**src/hlt_pkg.sv**
```systemverilog
package hlt_pkg;

  // Default depth of the trailing whitespace store
  localparam int PendingWsMaxDefault = 16;

  // Token kinds carried on the result stream
  typedef enum logic [2:0] {
    KIND_NAME_BYTE  = 3'd0,
    KIND_VALUE_BYTE = 3'd1,
    KIND_NAME_END   = 3'd2,
    KIND_HEADER_END = 3'd3,
    KIND_BLOCK_END  = 3'd4,
    KIND_ERROR      = 3'd5
  } kind_e;

  // Commands from the classifier to the emitter
  typedef enum logic {
    OP_PUSH = 1'b0,  // hold one whitespace byte
    OP_EMIT = 1'b1   // emit one token, clearing the store
  } op_e;

  typedef struct packed {
    op_e         op;
    kind_e       kind;
    logic [7:0]  data;
    logic        flush;  // release held whitespace before the token
  } cmd_t;

endpackage

```
**src/hlt_front.sv**
```systemverilog
module hlt_front import hlt_pkg::*; #(
  parameter int PendingWsMax = PendingWsMaxDefault
) (
  input  logic clk_i,
  input  logic rst_ni,
  input  logic in_valid_i,
  output logic in_ready_o,
  input  logic [7:0] in_byte_i,
  input  logic in_eoi_i,
  output logic cmd_valid_o,
  input  logic cmd_ready_i,
  output cmd_t cmd_o
);

  localparam int CntW = $clog2(PendingWsMax + 1);

  localparam logic [7:0] CharColon = 8'h3A;
  localparam logic [7:0] CharCr    = 8'h0D;
  localparam logic [7:0] CharLf    = 8'h0A;

  typedef enum logic [1:0] {
    PH_LINE  = 2'd0,
    PH_NAME  = 2'd1,
    PH_VALUE = 2'd2
  } phase_e;

  phase_e phase_q, phase_d;
  logic seen_q, seen_d;
  logic [CntW-1:0] hcnt_q, hcnt_d;
  logic cmd_gen;
  logic is_ws;
  logic accept;

  assign in_ready_o  = cmd_ready_i;
  assign accept      = in_valid_i && in_ready_o;
  assign cmd_valid_o = accept && cmd_gen;

  assign is_ws = (in_byte_i == 8'h20) || (in_byte_i == 8'h09) ||
                 (in_byte_i == 8'h0B) || (in_byte_i == 8'h0C);

  // Classify the byte and work out the command and next state
  always_comb begin
    phase_d = phase_q;
    seen_d  = seen_q;
    hcnt_d  = hcnt_q;
    cmd_gen = 1'b0;
    cmd_o   = '{op: OP_EMIT, kind: KIND_ERROR, data: 8'h00, flush: 1'b0};
    if (in_eoi_i) begin
      cmd_gen = 1'b1;
      phase_d = PH_LINE;
      seen_d  = 1'b0;
      hcnt_d  = '0;
    end else if (in_byte_i == CharCr) begin
      // drop carriage returns
    end else if (in_byte_i == CharLf) begin
      cmd_gen = 1'b1;
      case (phase_q)
        PH_NAME:  cmd_o.kind = KIND_ERROR;
        PH_VALUE: cmd_o.kind = KIND_HEADER_END;
        default:  cmd_o.kind = KIND_BLOCK_END;
      endcase
      phase_d = PH_LINE;
      seen_d  = 1'b0;
      hcnt_d  = '0;
    end else if (phase_q != PH_VALUE && in_byte_i == CharColon) begin
      cmd_gen    = 1'b1;
      cmd_o.kind = KIND_NAME_END;
      phase_d    = PH_VALUE;
      seen_d     = 1'b0;
      hcnt_d     = '0;
    end else begin
      cmd_o.kind = (phase_q == PH_VALUE) ? KIND_VALUE_BYTE : KIND_NAME_BYTE;
      if (phase_q != PH_VALUE) phase_d = PH_NAME;
      if (is_ws) begin
        if (seen_q) begin
          cmd_gen = 1'b1;
          if (hcnt_q >= CntW'(PendingWsMax)) begin
            cmd_o.kind = KIND_ERROR;
            phase_d    = PH_LINE;
            seen_d     = 1'b0;
            hcnt_d     = '0;
          end else begin
            cmd_o.op   = OP_PUSH;
            cmd_o.data = in_byte_i;
            hcnt_d     = hcnt_q + CntW'(1);
          end
        end
      end else begin
        cmd_gen     = 1'b1;
        cmd_o.data  = in_byte_i;
        cmd_o.flush = 1'b1;
        hcnt_d      = '0;
        seen_d      = 1'b1;
      end
    end
  end

  // Advance the line state on each accepted byte
  always_ff @(posedge clk_i or negedge rst_ni) begin
    if (!rst_ni) begin
      phase_q <= PH_LINE;
      seen_q  <= 1'b0;
      hcnt_q  <= '0;
    end else if (accept) begin
      phase_q <= phase_d;
      seen_q  <= seen_d;
      hcnt_q  <= hcnt_d;
    end
  end

endmodule

```
**src/hlt_queue.sv**
```systemverilog
module hlt_queue import hlt_pkg::*; (
  input  logic clk_i,
  input  logic rst_ni,
  input  logic push_valid_i,
  output logic push_ready_o,
  input  cmd_t push_data_i,
  output logic pop_valid_o,
  input  logic pop_ready_i,
  output cmd_t pop_data_o
);

  localparam int Depth = 2;
  localparam int PtrW  = $clog2(Depth);

  cmd_t entry_q [Depth];
  logic [PtrW-1:0] wr_ptr_q, rd_ptr_q;
  logic [PtrW:0] fill_q;
  logic do_push, do_pop;

  assign push_ready_o = (fill_q != (PtrW + 1)'(Depth));
  assign pop_valid_o  = (fill_q != '0);
  assign pop_data_o   = entry_q[rd_ptr_q];
  assign do_push      = push_valid_i && push_ready_o;
  assign do_pop       = pop_valid_o && pop_ready_i;

  // Store requests
  always_ff @(posedge clk_i) begin
    if (do_push) entry_q[wr_ptr_q] <= push_data_i;
  end

  // Advance pointers and fill level
  always_ff @(posedge clk_i or negedge rst_ni) begin
    if (!rst_ni) begin
      wr_ptr_q <= '0;
      rd_ptr_q <= '0;
      fill_q   <= '0;
    end else begin
      if (do_push) wr_ptr_q <= wr_ptr_q + PtrW'(1);
      if (do_pop)  rd_ptr_q <= rd_ptr_q + PtrW'(1);
      if (do_push && !do_pop)      fill_q <= fill_q + (PtrW + 1)'(1);
      else if (do_pop && !do_push) fill_q <= fill_q - (PtrW + 1)'(1);
    end
  end

endmodule

```
**src/hlt_back.sv**
```systemverilog
module hlt_back import hlt_pkg::*; #(
  parameter int PendingWsMax = PendingWsMaxDefault
) (
  input  logic clk_i,
  input  logic rst_ni,
  input  logic cmd_valid_i,
  output logic cmd_ready_o,
  input  cmd_t cmd_i,
  output logic out_valid_o,
  input  logic out_ready_i,
  output kind_e out_kind_o,
  output logic [7:0] out_byte_o,
  output logic out_last_o
);

  localparam int CntW = $clog2(PendingWsMax + 1);
  localparam int IdxW = (PendingWsMax > 1) ? $clog2(PendingWsMax) : 1;

  typedef enum logic [1:0] {
    BK_IDLE  = 2'd0,
    BK_FLUSH = 2'd1,
    BK_TAIL  = 2'd2
  } state_e;

  state_e state_q;
  logic [CntW-1:0] cnt_q;
  logic [IdxW-1:0] idx_q, idx_d;
  kind_e kind_q;
  logic [7:0] byte_q;
  logic out_valid_q, out_last_q;
  kind_e out_kind_q;
  logic [7:0] out_byte_q;
  logic [7:0] mem_q [PendingWsMax];
  logic [7:0] rdata_q;
  logic can_load, last_held, do_write;
  logic do_load;

  assign out_valid_o = out_valid_q;
  assign out_kind_o  = out_kind_q;
  assign out_byte_o  = out_byte_q;
  assign out_last_o  = out_last_q;

  assign can_load  = !out_valid_q || out_ready_i;
  assign last_held = (CntW'(idx_q) + CntW'(1)) == cnt_q;
  assign do_write  = (state_q == BK_IDLE) && cmd_valid_i && (cmd_i.op == OP_PUSH);

  // Load the output register with a plain token, a held byte or the tail token
  assign do_load = ((state_q == BK_IDLE) && cmd_valid_i && cmd_ready_o &&
                    (cmd_i.op == OP_EMIT) && !(cmd_i.flush && cnt_q != '0)) ||
                   ((state_q == BK_FLUSH || state_q == BK_TAIL) && can_load);

  // Pick the request handshake and the next read address
  always_comb begin
    cmd_ready_o = 1'b0;
    idx_d       = idx_q;
    case (state_q)
      BK_IDLE: begin
        idx_d = '0;
        if (cmd_i.op == OP_PUSH) cmd_ready_o = 1'b1;
        else if (cmd_i.flush && cnt_q != '0) cmd_ready_o = 1'b1;
        else cmd_ready_o = can_load;
      end
      BK_FLUSH: begin
        if (can_load && !last_held) idx_d = idx_q + IdxW'(1);
      end
      default: idx_d = idx_q;
    endcase
  end

  // Whitespace store with registered read
  always_ff @(posedge clk_i) begin
    if (do_write) mem_q[cnt_q[IdxW-1:0]] <= cmd_i.data;
    rdata_q <= mem_q[idx_d];
  end

  // Sequence tokens into the output register
  always_ff @(posedge clk_i or negedge rst_ni) begin
    if (!rst_ni) begin
      state_q     <= BK_IDLE;
      cnt_q       <= '0;
      idx_q       <= '0;
      kind_q      <= KIND_ERROR;
      byte_q      <= '0;
      out_valid_q <= 1'b0;
      out_kind_q  <= KIND_ERROR;
      out_byte_q  <= '0;
      out_last_q  <= 1'b0;
    end else begin
      idx_q <= idx_d;
      if (do_load) out_valid_q <= 1'b1;
      else if (out_ready_i) out_valid_q <= 1'b0;
      case (state_q)
        BK_IDLE: begin
          if (cmd_valid_i && cmd_ready_o) begin
            if (cmd_i.op == OP_PUSH) begin
              cnt_q <= cnt_q + CntW'(1);
            end else if (cmd_i.flush && cnt_q != '0) begin
              kind_q  <= cmd_i.kind;
              byte_q  <= cmd_i.data;
              state_q <= BK_FLUSH;
            end else begin
              out_kind_q  <= cmd_i.kind;
              out_byte_q  <= cmd_i.data;
              out_last_q  <= 1'b1;
              cnt_q       <= '0;
            end
          end
        end
        BK_FLUSH: begin
          if (can_load) begin
            out_kind_q  <= kind_q;
            out_byte_q  <= rdata_q;
            out_last_q  <= 1'b0;
            if (last_held) state_q <= BK_TAIL;
          end
        end
        BK_TAIL: begin
          if (can_load) begin
            out_kind_q  <= kind_q;
            out_byte_q  <= byte_q;
            out_last_q  <= 1'b1;
            cnt_q       <= '0;
            state_q     <= BK_IDLE;
          end
        end
        default: state_q <= BK_IDLE;
      endcase
    end
  end

endmodule

```
**src/header_line_tokenizer.sv**
```systemverilog
// Channel   | Direction | tdata              | tuser    | tlast
// s_axis    | in        | [7:0] in_byte      | -        | end_of_input
// m_axis    | out       | [7:0] out_byte     | [2:0] kind | last_of_run
//
// The classifier takes one byte per cycle while the two-entry request queue has room.
// The emitter stores a held whitespace byte or loads a plain token directly; a content
// byte first sends the held bytes from the store (read is registered), then itself.
// Reset clears line state, counts and the queue; the whitespace store needs no clearing.
// A stalled result holds the emitter, which in turn fills the queue and drops tready.
module header_line_tokenizer import hlt_pkg::*; #(
  parameter int PendingWsMax = PendingWsMaxDefault
) (
  input  logic clk_i,
  input  logic rst_ni,
  input  logic s_axis_tvalid_i,
  output logic s_axis_tready_o,
  input  logic [7:0] s_axis_tdata_i,   // [7:0] in_byte
  input  logic s_axis_tlast_i,         // end_of_input
  output logic m_axis_tvalid_o,
  input  logic m_axis_tready_i,
  output logic [7:0] m_axis_tdata_o,   // [7:0] out_byte
  output logic [2:0] m_axis_tuser_o,   // [2:0] kind
  output logic m_axis_tlast_o          // last_of_run
);

  cmd_t front_cmd, back_cmd;
  logic front_valid, front_ready;
  logic back_valid, back_ready;
  kind_e out_kind;

  // Classify incoming bytes
  hlt_front #(.PendingWsMax(PendingWsMax)) u_front (
    .clk_i       (clk_i),
    .rst_ni      (rst_ni),
    .in_valid_i  (s_axis_tvalid_i),
    .in_ready_o  (s_axis_tready_o),
    .in_byte_i   (s_axis_tdata_i),
    .in_eoi_i    (s_axis_tlast_i),
    .cmd_valid_o (front_valid),
    .cmd_ready_i (front_ready),
    .cmd_o       (front_cmd)
  );

  // Decouple classifier from emitter
  hlt_queue u_queue (
    .clk_i        (clk_i),
    .rst_ni       (rst_ni),
    .push_valid_i (front_valid),
    .push_ready_o (front_ready),
    .push_data_i  (front_cmd),
    .pop_valid_o  (back_valid),
    .pop_ready_i  (back_ready),
    .pop_data_o   (back_cmd)
  );

  // Emit tokens and release held whitespace
  hlt_back #(.PendingWsMax(PendingWsMax)) u_back (
    .clk_i       (clk_i),
    .rst_ni      (rst_ni),
    .cmd_valid_i (back_valid),
    .cmd_ready_o (back_ready),
    .cmd_i       (back_cmd),
    .out_valid_o (m_axis_tvalid_o),
    .out_ready_i (m_axis_tready_i),
    .out_kind_o  (out_kind),
    .out_byte_o  (m_axis_tdata_o),
    .out_last_o  (m_axis_tlast_o)
  );

  assign m_axis_tuser_o = out_kind;

`ifndef SYNTHESIS
  // Markers carry no byte and always close their run
  a_marker_last: assert property (@(posedge clk_i) disable iff (!rst_ni)
    m_axis_tvalid_o && (m_axis_tuser_o == KIND_NAME_END || m_axis_tuser_o == KIND_HEADER_END ||
      m_axis_tuser_o == KIND_BLOCK_END || m_axis_tuser_o == KIND_ERROR)
    |-> m_axis_tlast_o && m_axis_tdata_o == 8'h00)
    else $error("marker token without last or with a byte");

  // Only byte tokens may be followed within the same run
  a_run_bytes: assert property (@(posedge clk_i) disable iff (!rst_ni)
    m_axis_tvalid_o && !m_axis_tlast_o
    |-> m_axis_tuser_o == KIND_NAME_BYTE || m_axis_tuser_o == KIND_VALUE_BYTE)
    else $error("non-byte token inside a run");

  // A flush run continues in the next cycle with the same kind
  a_run_continues: assert property (@(posedge clk_i) disable iff (!rst_ni)
    m_axis_tvalid_o && m_axis_tready_i && !m_axis_tlast_o
    |=> m_axis_tvalid_o && m_axis_tuser_o == $past(m_axis_tuser_o))
    else $error("flush run broken");
`endif

endmodule
```
**config.mk**
```make
export PLATFORM = sky130hd
export DESIGN_NAME = header_line_tokenizer
export DESIGN_NICKNAME = d
export VERILOG_FILES = /design/src/hlt_pkg.sv /design/src/hlt_front.sv /design/src/hlt_queue.sv /design/src/hlt_back.sv /design/src/header_line_tokenizer.sv
export SDC_FILE = /design/constraint.sdc
export NUM_CORES = 1
export LEC_CHECK = 0
export CAP_MARGIN = 25
export CORE_ASPECT_RATIO = 1.4
export CORE_MARGIN = 8
export CORE_UTILIZATION = 58
export DETAILED_ROUTE_END_ITERATION = 10
export DONT_BUFFER_PORTS = 1
export PLACE_DENSITY = 0.79
export SYNTH_ARGS = -nofsm -noshare
export SYNTH_HDL_FRONTEND = slang
export SYNTH_SLANG_ARGS = --single-unit
```
**constraint.sdc**
```tcl
create_clock -name clk_i -period 2.72 [get_ports clk_i]
set_input_delay 0.136 -clock clk_i [delete_from_list [all_inputs] [get_ports clk_i]]
set_output_delay 0.136 -clock clk_i [all_outputs]
set_load 0.02 [all_outputs]
```
## Yosys cells after proc, flatten, opt, wreduce, memory -nomap -nowiden

Memories as Yosys holds them, arrays and structs flattened. A register that Yosys moved wholly into a read port is not among the register bits.
Index checks and enable logic that the tools add are counted.
W data, S select, Z words.

| word-level totals | value |
|---|---|
| register bits | 47 |
| latch bits | 0 |
| bits in writable memories | 154 |
| bits in read-only memories | 0 |
| logic and storage cells | 181 |
| memories | 2 |

Memory list:

| name | words | bits a word | read ports | clocked after memory_dff | wr ports | RTL line | RTL |
|---|---|---|---|---|---|---|---|
| u_back.mem_q | 16 | 8 | 1 | 1 | 1 | hlt_back.sv:33 | `logic [7:0] mem_q [PendingWsMax];` |
| u_queue.entry_q | 2 | 13 | 1 | 0 | 1 | hlt_queue.sv:15 | `cmd_t entry_q [Depth];` |

| cells by class | value |
|---|---|
| add/sub/neg operators | 8 |
| multiply operators | 0 |
| div/mod/pow operators | 0 |
| order comparisons | 1 |
| equality and inequality tests | 25 |
| shifts and indexed selects | 0 |
| multiplexer cells | 87 |
| bitwise operators | 1 |
| reduce and logical (&&, ||, !) cells | 42 |

Operator list:

| operator | number |
|---|---|
| $mux W8 | 7 |
| $mux W5 | 11 |
| $eq A8 B4 Y1 const B | 5 |
| $mux W1 | 32 |
| $mux W2 | 16 |
| $mux W13 | 2 |
| $pmux W8 S3 | 1 |
| $mux W3 | 7 |
| $mux W9 | 2 |
| $eq A8 B6 Y1 const B | 2 |
| $logic_and A1 B1 Y1 | 15 |
| $mux W12 | 1 |
| $ne A2 B2 Y1 const B | 6 |
| $pmux W3 S2 | 2 |
| $reduce_and A6 Y1 | 2 |
| $add A5 B1 Y5 const B | 2 |
| $ne A2 B1 Y1 const B | 5 |
| $pmux W5 S2 | 1 |
| $reduce_bool A2 Y1 | 5 |
| $mux W4 | 2 |
| $pmux W4 S2 | 1 |
| $reduce_and A4 Y1 | 2 |
| $logic_or A1 B1 Y1 | 6 |
| $pmux W2 S3 | 1 |
| other kinds (21) | 28 |

## Depth between registers and ports, before layout

Gate-level depths: netlist (run 1).

| depth | value |
|---|---|
| depth in word-level cells | 15 |
| depth in mapped cells | 13 |

## Hierarchy

From an unflattened synthesis (run 1), not the netlist that was laid out.

| second synthesis, totals | value |
|---|---|
| cells, all modules | 717 |
| area, all modules | 9479.1 um^2 |

Modules (own cells, without submodules):

| module | times used | cells each | area an instance (um^2) |
|---|---|---|---|
| hlt_back | 1 | 563 | 7536.0 |
| hlt_queue | 1 | 58 | 1144.8 |
| hlt_front | 1 | 96 | 798.3 |

## Worst setup path after synthesis (run 1)

OpenSTA, ideal clock, no wires.

| timing path | value |
|---|---|
| kind | register to register |
| start | register u_back.idx_q[1] |
| end | register u_back.rdata_q[0] (read register of u_back.mem_q) |
| setup time | 0.064 ns |
| arrival | 2.713 ns |
| required time | 2.656 ns |
| setup slack | -0.057 ns |
| stages on the path, launching flop included | 10 |
| buffers on the path | 0 |
| clock period less this slack | 2.777 ns |
| cell sequence | dfrtp_1 -> ha_1 -> and3b_1 -> o31ai_4 -> nand2_2 -> a2111oi_4 -> mux2_2 -> nor3_1 -> a22oi_1 -> nand4_1 |

| between the ends | value |
|---|---|
| word-level cells in the longest chain between the ends | 6 |
| elaborated cells between the ends (all ways) | 7 |

Ends and longest elaborated chain:

| item | RTL line | RTL |
|---|---|---|
| start, declared | hlt_back.sv:27 | `logic [IdxW-1:0] idx_q, idx_d;` |
| start signal, assigned | hlt_back.sv:89 | `idx_q <= idx_d;` |
| $add A4 B1 Y5 | hlt_back.sv:44 | `assign last_held = (CntW'(idx_q) + CntW'(1)) == cnt_q;` |
| $eq A5 B5 Y1 | hlt_back.sv:44 |  |
| $logic_not A1 Y1 | hlt_back.sv:64 | `if (can_load && !last_held) idx_d = idx_q + IdxW'(1);` |
| $logic_and A1 B1 Y1 | hlt_back.sv:64 |  |
| $mux W4 | hlt_back.sv:64 |  |
| $pmux W4 S2 * | hlt_back.sv:56 | `case (state_q)` |
| end, declared | hlt_back.sv:34 | `logic [7:0] rdata_q;` |

Mark *: on every way between the ends. The rest lies on a longest branch, timed or not.
A chain may end at the register's enable or synchronous reset.

## Final worst setup path (run 1)

| timing path | value |
|---|---|
| start | register u_back.idx_q[0] |
| end | register u_back.rdata_q[6] (read register of u_back.mem_q) |

Same word-level chain as after synthesis.

==> impl_metrics.toml, run 1 <==
[status]
status = "finished with violations"
failed_checks = "negative setup slack"

[critical_path]
worstSetupPathType = "flop to flop"
slowest_delay_ns = 0.47
rr_endpoint = "u_back.rdata_q[6]"
cp-endpoint = "u_back.rdata_q[6]"
crit_top_cell = "buf_4"
timing.critical_path.from = "u_back.idx_q[0]"
worstPathArrival_ns = 3.30
crit_chain = "ha_4 > xor2_1 > nor2_1 > and3_4 > a2111oi_4 > buf_4 > buf_4 > nor4_1 > o32ai_1 > a22oi_1 > nand4_1"
crit_path_end_kind = "flop"
r2r_setup_slack_ns = -0.22
startpoint_type = "flop"
required_ns = 3.08
slowest_stage = "nor4_1"
timing.rr.start = "u_back.idx_q[0]"
rr_worst_depth = 11
worstPathMaxFanout = 13

[placement]
dpl_worst_slack_ns = -0.2225
portBuffers = 0
hpwl_mm = 20.71
gp_congestion = 0.9320

[sta]
hold_viol = 0
setup-violations-final = 8
maxSlewHeadroom_pct = 50.57
period_needed_ns = 2.937
skew_ns = 0.01294
fmax_mhz = 340.5
setup_slack_ns = -0.2166
tns_ns = -1.349
rsz0062_at_grt = "true"
finalMaxSlewViolations = 0
hold_slack_ns = 0.003291
tightest_slew_ns = 0.7347
post-route-period-util_pct = 108.0

[yosys]
synthArstFlopShare_pct = 22.49
synth.distinct_cells = 59
syn-cell-area_sq_um = 11050
synth-seq-area-share_pct = 54.01
syn_nets = 1032
ys.flop_type = "edfxtp_1"
synth-seq-cells = 209
synth.avg_cell_area_sq_um = 10.99
synth_warnings = 0
synth_edf_count = 154
netlist_instances = 1005

[grt]
grt-ovfl-total = 0
grt_max_degree = 70
groute.usage.overall_pct = 26.49
grt_antenna_before_repair = 0
grt_pass1_vias = 9230
grt_pass1_wl_mm = 49.68

[die]
design.die.area_sq_um = 23780
coreArea_sq_um = 18600
ios = 27
initial_core_util_pct = 59.38
die_w_um = 132.6
die_h_um = 179.3
rows = 59

[drt]
wire_per_inst_um = 24.14
num_vias = 9379
detail_route.vias_per_cell = 6.932
post-route-drc-count = 0
drtIter0Drc = 1290
wirelength_mm = 32.66
antenna_left = 0
drtPass1Iterations = 9

[clocking]
cts_tree = "done"
root_buffer = "clkbuf_16"
cts_made_buffers = 20
cts_num_sinks = 209
clockBufferDepth = 3
cts_max_level = 1
clock_latency_ns = 0.50
path_clk_slew_ns = 0.07

[run]
max-cap-violations = 0

[final_layout]
n_fill_cell = 1200
syn2layout_area_growth_pct = 23.63
diodes = 0
fin_nets = 1122
layout-drive-gt1-share_pct = 24.44
multi_input_area_sq_um = 5069
seq_area_sq_um = 5967

[power_and_ir_drop]
p_leak_nw = 4.801
power_density_nw_per_um2 = 929.1
max-vdd-ir-drop_mv = 0.9126

[hold_path]
min_path_type = "primary input to flop"
[area by class of cell]
class / count / area share [%]
clock buffer: 28 / 4.572
clock inverter: 8 / 0.5039
inverter: 36 / 0.9896
multi-input combinational: 673 / 37.12
sequential: 209 / 43.70
tap: 244 / 2.236
timing repair buffer: 155 / 10.89
[state kept, by name, summed over array words and instances (netlist names), 3 cells and up]
name and count:
u_back.kind_q 3, u_queue.entry_q 26, u_back.out_kind_o 3, u_back.cnt_q 5, u_back.mem_q 128, u_front.hcnt_q 5, u_back.idx_q 4, u_back.byte_q 8
u_back.rdata_q 8, u_back.out_byte_o 8
[where the power goes]
group          switching (mW)  internal, mW
combinational            2.95          2.29
sequential              0.411          4.15
clock                    1.19          1.70
total                    4.55          8.14
[critical path, delay by kind of cell, from the launching register on]
family / cells / cell delay [ns]
buf+inv: 2 / 0.35
simple gates: 4 / 1.08
flops: 1 / 0.43
xor+xnor: 1 / 0.16
fa+ha+maj: 1 / 0.25
compound gates: 3 / 0.52
[timing repair]
item,4_1_cts,5_1_grt
endpoints found under the setup margin,16,13
hold buffers,11,0
pin swaps,3,9
resized for setup,28,52
setup buffers,7,8
endpoints found under the hold margin,67,0
gates cloned,1,2
[logic make-up after synthesis]
family | Yosys count | share of synthesized area, %
muxes | 61 | 5.788
buffers and inverters | 123 | 4.440
and+or+nand+nor | 273 | 12.04
DFF | 209 | 54.01
xor gates and xnor gates | 9 | 0.7137
AOI/OAI and AO/OA | 316 | 21.42
adders and majority gates | 14 | 1.586
[cell usage after synthesis (3+ instances only)]
cell / instances / area share (%)
nor4_1: 36 / 2.0
nor2_1: 56 / 1.9
nand2_1: 78 / 2.7
and3_1: 4 / 0.23
nand4_1: 10 / 0.57
nor2b_1: 4 / 0.23
inv_2: 3 / 0.10
a21o_1: 34 / 2.3
a21oi_1: 20 / 0.91
xnor2_1: 6 / 0.48
edfxtp_1: 154 / 42
o31ai_1: 4 / 0.27
buf_1: 8 / 0.27
buf_4: 4 / 0.27
nand3_1: 41 / 1.9
ha_1: 14 / 1.6
a222oi_1: 24 / 2.2
nor3_1: 9 / 0.41
dfrtp_1: 43 / 9.7
dfstp_2: 4 / 0.95
a311oi_1: 8 / 0.63
and2_1: 11 / 0.62
mux2i_1: 38 / 3.4
xor2_1: 3 / 0.24
o22a_1: 8 / 0.63
mux2_2: 23 / 2.3
inv_1: 32 / 1.1
dfxtp_1: 8 / 1.4
clkbuf_1: 69 / 2.3
buf_2: 5 / 0.23
o21bai_1: 3 / 0.20
o21ai_0: 55 / 2.5
o32ai_1: 32 / 2.5
a311o_1: 25 / 2.3
o22ai_1: 49 / 2.8
or3_1: 7 / 0.40
nand2b_1: 6 / 0.34
a22oi_1: 32 / 2.2
a2bb2oi_1: 8 / 0.63
[cells in the final DEF, fill, tap and decap left out, types with 32 or more instances in the layout]
cell type | netlist | final
o21ai_0 | 55 | 53
nand3_1 | 41 | 40
o22ai_1 | 49 | 49
edfxtp_1 | 154 | 154
inv_1 | 32 | 32
a21o_1 | 34 | 34
mux2i_1 | 38 | 38
dfrtp_1 | 43 | 42
buf_4 | 4 | 114
nand2_1 | 78 | 78
nor2_1 | 56 | 54
[worst min-delay path by stage]
stage                     from                 end  slack, ns  cells after the start
4_1_cts        s_axis_tvalid_i  u_front.phase_q[1]     0.0003                      3
6_report       s_axis_tvalid_i  u_front.phase_q[1]      0.003                      3
3_5_place_dp            rst_ni   u_front.hcnt_q[2]      -0.16                      0
5_1_grt        s_axis_tvalid_i  u_front.phase_q[0]       0.01                      3
3_3_place_gp            rst_ni   u_front.hcnt_q[2]      -0.16                      0
2_1_floorplan           rst_ni    u_back.byte_q[0]      -0.16                      0
[per-stage QoR]
step	total power, mW	std cells	instance area (sq um)	util, %
after floorplan	7.423	1005	11060	-
after global placement	9.002	1289	12190	65.52
after detailed placement	9.164	1289	12190	65.52
after CTS	12.34	1344	13220	71.04
after global routing	13.19	1353	13660	73.41
final	12.69	1353	13660	73.41
[per-layer routing]
layer  vias to the layer above  share of wire, %  global-route usage [%]
met5                         -                 0                       0
met2                       539                52                   48.34
met3                       131               7.2                   3.702
li1                       4147                 -                       -
met1                      4562                34                   28.55
met4                         0               6.8                   16.66
(Power assumes the default switching activity.)
==> run 2: changes to the inputs <==
ABC_AREA = 1   (was not set)
CORE_UTILIZATION = 57   (was 58)
PLACE_DENSITY = not set   (was 0.79)
PLACE_DENSITY_LB_ADDON = 0.15   (was not set)
==> impl_metrics.toml, run 2 <==
[sta]
tns_ns = 0
period_needed_ns = 2.496
rsz0062_at_grt = "false"
fmax_mhz = 400.7
hold_viol = 0
maxSlewHeadroom_pct = 51.28
skew_ns = 0.007857
post-route-period-util_pct = 91.76
finalMaxSlewViolations = 0
setup-violations-final = 0
tightest_slew_ns = 0.7300

[yosys]
synth-compound-area-share_pct = 5.137
syn_nets = 976
synth_top_family_by_area = "simple AND/OR/NAND/NOR gates"
synthXorXnorAreaFrac_pct = 0.4598
syn-cell-area_sq_um = 9524
synth_most_common_cell = "nand2_1"
synth.distinct_cells = 39
synth_warnings = 0
synthArstFlopShare_pct = 22.49
synth_common_cells = "217 x nand2_1, 154 x edfxtp_1, 146 x nand3_1, 123 x inv_1, 57 x nor2_1"
synth-seq-cells = 209
yosys-top-cells-area = "edfxtp_1 49%, dfrtp_1 11%, nand2_1 8.6%, nand3_1 7.7%, inv_1 4.8%"
synth-simple-area-share_pct = 22.57
synth_edf_count = 154
synth-adder-area-share_pct = 1.839
netlist_instances = 949
yosys-mux-area-fraction_pct = 0.3547
synth_top_cell_area_share_pct = 48.55
synth_top_cell_by_area = "edfxtp_1"
synth-seq-area-share_pct = 62.64
ys.flop_type = "edfxtp_1"
synth.avg_cell_area_sq_um = 10.04

[final_layout]
layout-drive-gt1-share_pct = 9.910
syn2layout_area_growth_pct = 12.94
final_cell_mix = "215 x nand2_1, 154 x edfxtp_1, 146 x nand3_1, 123 x inv_1, 56 x nor2_1"
layout.cells.most_common = "nand2_1"
n_fill_cell = 1314
diodes = 0
largest_reg_flops = 128
fin_nets = 1012
fin_cells = 1202

[placement]
portBuffers = 0
placed_cells = 1154
gp_congestion = 0.9390
hpwl_mm = 15.47

[status]
status = "completed"

[grt]
grt_max_degree = 57
grt_antenna_before_repair = 0
grt-ovfl-total = 0
grt_pass1_wl_mm = 36.12
groute.usage.overall_pct = 21.90
grt_pass1_vias = 6685

[critical_path]
rr_endpoint = "u_back.rdata_q[0]"
r2r_setup_slack_ns = 0.22
timing.critical_path.from = "u_back.idx_q[0]"
startpoint_type = "flop"
slowest_stage = "dfrtp_1"
worstSetupPathType = "flop to flop"
worstPathMaxFanout = 33
crit_chain = "ha_1 > xnor2_1 > nand3_1 > nor2_2 > nand2_2 > nand3_1 > nand3_1 > nand2_2 > buf_4 > nand3_1 > nand3_1 > nand3_1 > nand2_1"
crit_path_end_kind = "flop"
slowest_delay_ns = 0.43
rr_worst_depth = 13
crit_top_cell = "nand3_1"
timing.rr.start = "u_back.idx_q[0]"
worstPathArrival_ns = 2.93
required_ns = 3.16

[die]
die_h_um = 168.9
ios = 27
coreArea_sq_um = 16540
design.die.area_sq_um = 21160
die_w_um = 125.2
initial_core_util_pct = 57.60
rows = 56

[drt]
drtIter0Drc = 549
wirelength_mm = 22.95
antenna_left = 0
detail_route.vias_per_cell = 5.608
drtPass1Iterations = 5
wire_per_inst_um = 19.09
num_vias = 6741
post-route-drc-count = 0

[clocking]
cts_num_sinks = 209
path_clk_slew_ns = 0.06
cts_tree = "done"
cts_made_buffers = 21
root_buffer = "clkbuf_16"
cts_setup_buffers = 0
clock_latency_ns = 0.49
clockBufferDepth = 3
cts_max_level = 1

[power_and_ir_drop]
p_leak_nw = 4.501
power_density_nw_per_um2 = 1175
max-vdd-ir-drop_mv = 0.6176

[hold_path]
hp-start = "s_axis_tlast_i"
hold_end = "u_queue.entry_q[1][12]"
min_path_type = "primary input to flop"
min_path_cells = 3

[run]
max-cap-violations = 0
==> run 2: changes by cell type after synthesis, sizes merged, moves of 34 or more <==
cell	before	now
clkbuf	69	9
o22ai	49	5
nor4	36	2
a21o	34	0
inv	35	124
nand3	41	146
mux2i	38	0
nand2	79	220
==> run 2: layout make-up <==
cell class / instances / area (sq um) / share of cell area, %
inverter: 126 / 473.0 / 4.397
clock inverter: 15 / 177.7 / 1.652
multi-input combinational: 577 / 2899 / 26.95
timing repair buffer: 50 / 457.9 / 4.257
clock buffer: 22 / 529.3 / 4.920
tap: 203 / 254.0 / 2.361
sequential: 209 / 5966 / 55.46
==> run 2: what timing repair did <==
item                                    in CTS  in global routing
resized for setup                            0                  1
hold endpoints to repair                    70                  0
hold buffers                                11                  0
endpoints found under the setup margin       0                  5
==> run 2: routing by layer <==
| metal | vias up | global-route usage (%) | routed length [um] |
|---|---|---|---|
| met5 | - | 0 | 0 |
| met4 | 0 | 9.564 | 851 |
| met3 | 56 | 3.243 | 1266 |
| met2 | 194 | 41.36 | 12170 |
| met1 | 3219 | 23.78 | 8661 |
| li1 | 3272 | - | - |
==> run 2: worst max path at each step <==
stage	to	slack, ns	depth (start not counted)
3_5_place_dp	u_back.mem_q[15][6]	0.19	9
3_3_place_gp	u_back.mem_q[15][3]	0.19	9
2_1_floorplan	u_queue.fill_q[1]	0.58	13
4_1_cts	u_back.mem_q[15][6]	0.18	9
6_report	u_back.rdata_q[0]	0.22	13
5_1_grt	u_back.mem_q[14][4]	0.02	9
==> run 2: power breakdown <==
| part | internal [mW] | switching, mW | leakage, nW |
|---|---|---|---|
| Sequential | 4.31 | 0.423 | 2.04 |
| Clock | 1.79 | 1.18 | 0.340 |
| Combinational | 1.55 | 3.39 | 2.12 |
==> run 2: logic make-up after synthesis <==
group                    Yosys count
AO/OA/AOI/OAI                     76
XOR/XNOR                           5
adder cells (fa/ha/maj)           14
buffers and inverters            163
flip-flops                       209
multiplexers                       3
AND/OR/NAND/NOR                  479
==> run 2: per-stage QoR <==
stage          instance area, sq um  power, mW  hold WS, ns  worst slack [ns]  utilization, %
3_3_place_gp                   9920      9.636      -0.1571            0.1944           59.99
3_5_place_dp                   9920      9.701      -0.1570            0.1860           59.99
6_report                      10760      12.64      0.02862            0.2241           65.05
5_1_grt                       10760      13.42      0.04766           0.01675           65.05
2_1_floorplan                  9524      8.093      -0.1596            0.5755               -
4_1_cts                       10750      12.71      0.01406            0.1798           65.03
==> run 2: critical path, delay by kind of cell, from the launching register on <==
kind,cells,cell delay [ns]
fa+ha+maj,1,0.34
buf+inv,1,0.34
simple gates,10,1.14
flops,1,0.43
xor+xnor,1,0.17
==> run 3: changes to the inputs <==
ABC_CLOCK_PERIOD_IN_PS = 2720   (was not set)
BUFFER_PORTS_ARGS = -buffer_cell sky130_fd_sc_hd__clkbuf_2   (was not set)
CORE_UTILIZATION = 56   (was 57)
DONT_BUFFER_PORTS = not set   (was 1)
SLEW_MARGIN = 20   (was not set)
==> impl_metrics.toml, run 3 (synthesis gave the netlist of run 2 again) <==
[die]
coreArea_sq_um = 16750
initial_core_util_pct = 56.87
die_w_um = 126.2
rows = 56
die_h_um = 170.3
design.die.area_sq_um = 21500
ios = 27

[power_and_ir_drop]
max-vdd-ir-drop_mv = 0.7602
power_density_nw_per_um2 = 1186
p_leak_nw = 4.587

[drt]
wirelength_mm = 22.43
post-route-drc-count = 0
drtIter0Drc = 540
wire_per_inst_um = 18.40
drtPass1Iterations = 5
num_vias = 6746
antenna_left = 0
detail_route.vias_per_cell = 5.534

[final_layout]
layout-drive-gt1-share_pct = 12.01
diodes = 0
final_cell_mix = "215 x nand2_1, 154 x edfxtp_1, 146 x nand3_1, 123 x inv_1, 57 x nor2_1"
fin_nets = 1029
layout.cells.most_common = "nand2_1"
largest_reg_flops = 128
syn2layout_area_growth_pct = 13.66

[sta]
fmax_mhz = 409.1
setup-violations-final = 0
tightest_slew_ns = 0.7414
finalMaxSlewViolations = 0
period_needed_ns = 2.445
maxSlewHeadroom_pct = 50.52
hold_viol = 0
skew_ns = 0.01244
hold_slack_ns = 0.04165
rsz0062_at_grt = "false"
tns_ns = 0
post-route-period-util_pct = 89.87

[clocking]
root_buffer = "clkbuf_16"
cts_setup_buffers = 0
cts_num_sinks = 209
clockBufferDepth = 3
cts_made_buffers = 20
cts_max_level = 1
cts_tree = "done"
path_clk_slew_ns = 0.07
clock_latency_ns = 0.49

[grt]
groute.usage.overall_pct = 21.56
grt_pass1_wl_mm = 36.15
grt-ovfl-total = 0
grt_antenna_before_repair = 0
grt_max_degree = 57
grt_pass1_vias = 6823

[placement]
gp_congestion = 0.8932
hpwl_mm = 15.22
portBuffers = 26

[critical_path]
required_ns = 3.16
worstPathArrival_ns = 2.88
worstSetupPathType = "flop to flop"
startpoint_type = "flop"
worstPathMaxFanout = 33
crit_path_end_kind = "flop"

[run]
max-cap-violations = 0

[status]
status = "completed"

[hold_path]
min_path_type = "primary input to flop"
==> run 3: changes by cell type in the layout (fill, tap and decap cells not counted) <==
| cell | previous run | this run |
|---|---|---|
| clkbuf_1 | 1 | 5 |
| buf_4 | 36 | 34 |
| buf_12 | 3 | 5 |
| nor2_1 | 56 | 57 |
| clkinv_1 | 7 | 3 |
| buf_16 | 1 | 0 |
| inv_8 | 0 | 1 |
| clkbuf_8 | 0 | 2 |
| dlygate4sd3_1 | 10 | 3 |
| clkinv_2 | 3 | 1 |
| nor2_2 | 2 | 1 |
| clkinvlp_4 | 2 | 0 |
| clkbuf_2 | 0 | 26 |
==> run 3: worst paths after layout <==
check | slack [ns] | startpoint | cells after the start | endpoint
setup / recovery | 0.28 | u_back.idx_q[0] | 13 | u_back.rdata_q[7]
max in group asynchronous | 1.99 | rst_ni | 3 | u_front.hcnt_q[1]
hold reg to reg | 0.47 | u_queue.fill_q[0] | 1 | u_queue.fill_q[0]
hold / removal | 0.04 | s_axis_tdata_i[2] | 3 | u_queue.entry_q[1][3]
min in group asynchronous | 0.29 | rst_ni | 3 | u_back.out_byte_o[7]
setup reg to reg | 0.28 | u_back.idx_q[0] | 13 | u_back.rdata_q[7]
==> run 3: critical path, cell delays in order, from the launching register on <==
cell and delay (ns):
dfrtp_1 0.39, ha_1 0.32, xnor2_1 0.16, nand3_1 0.10, nor2_2 0.12, nand2_2 0.10
nand3_1 0.08, nand3_1 0.10, nand2_2 0.09, buf_4 0.37, nand3_1 0.18, nand3_1 0.12
nand3_1 0.14, nand2_1 0.11
==> run 3: through the flow <==
stage / area [sq um] / worst slack (ns) / utilization [%] / cells / power [mW]
global placement: 10060 / 0.3056 / 60.07 / 1178 / 9.752
global route: 10830 / 0.01855 / 64.64 / 1219 / 13.67
CTS: 10830 / 0.2643 / 64.64 / 1219 / 12.91
floorplan: 9524 / 0.5755 / - / 949 / 8.093
detailed placement: 10070 / 0.3004 / 60.16 / 1180 / 9.859
finish: 10830 / 0.2755 / 64.64 / 1219 / 12.83
==> run 3: metal layers <==
metal | vias up | share of wire, % | global-route usage, % | wire [um]
met1 | 3228 | 39 | 24.37 | 8684
met5 | - | 0 | 0 | 0
li1 | 3300 | - | - | -
met2 | 166 | 52 | 39.35 | 11760
met3 | 52 | 4.8 | 3.163 | 1074
met4 | 0 | 4.1 | 10.08 | 911
==> run 3: final cells by class <==
cell class / instances / area [sq um]
Fill cell: 1332 / 5921
Clock inverter: 8 / 148.9
Multi-Input combinational cell: 577 / 2897
Tap cell: 203 / 254.0
Sequential cell: 209 / 5966
Inverter: 126 / 473.0
Timing Repair Buffer: 68 / 515.5
Clock buffer: 28 / 571.8
==> run 3: power breakdown <==
part	total [mW]	internal, mW	switching [mW]	leakage (nW)
sequential	4.60	4.31	0.293	2.04
combinational	5.19	1.64	3.56	2.19
clock	3.04	1.86	1.18	0.351
==> run 3: repair_timing <==
action,4_1_cts,5_1_grt
gates resized for setup,0,0
endpoints found under the hold margin,47,0
hold buffers,3,0
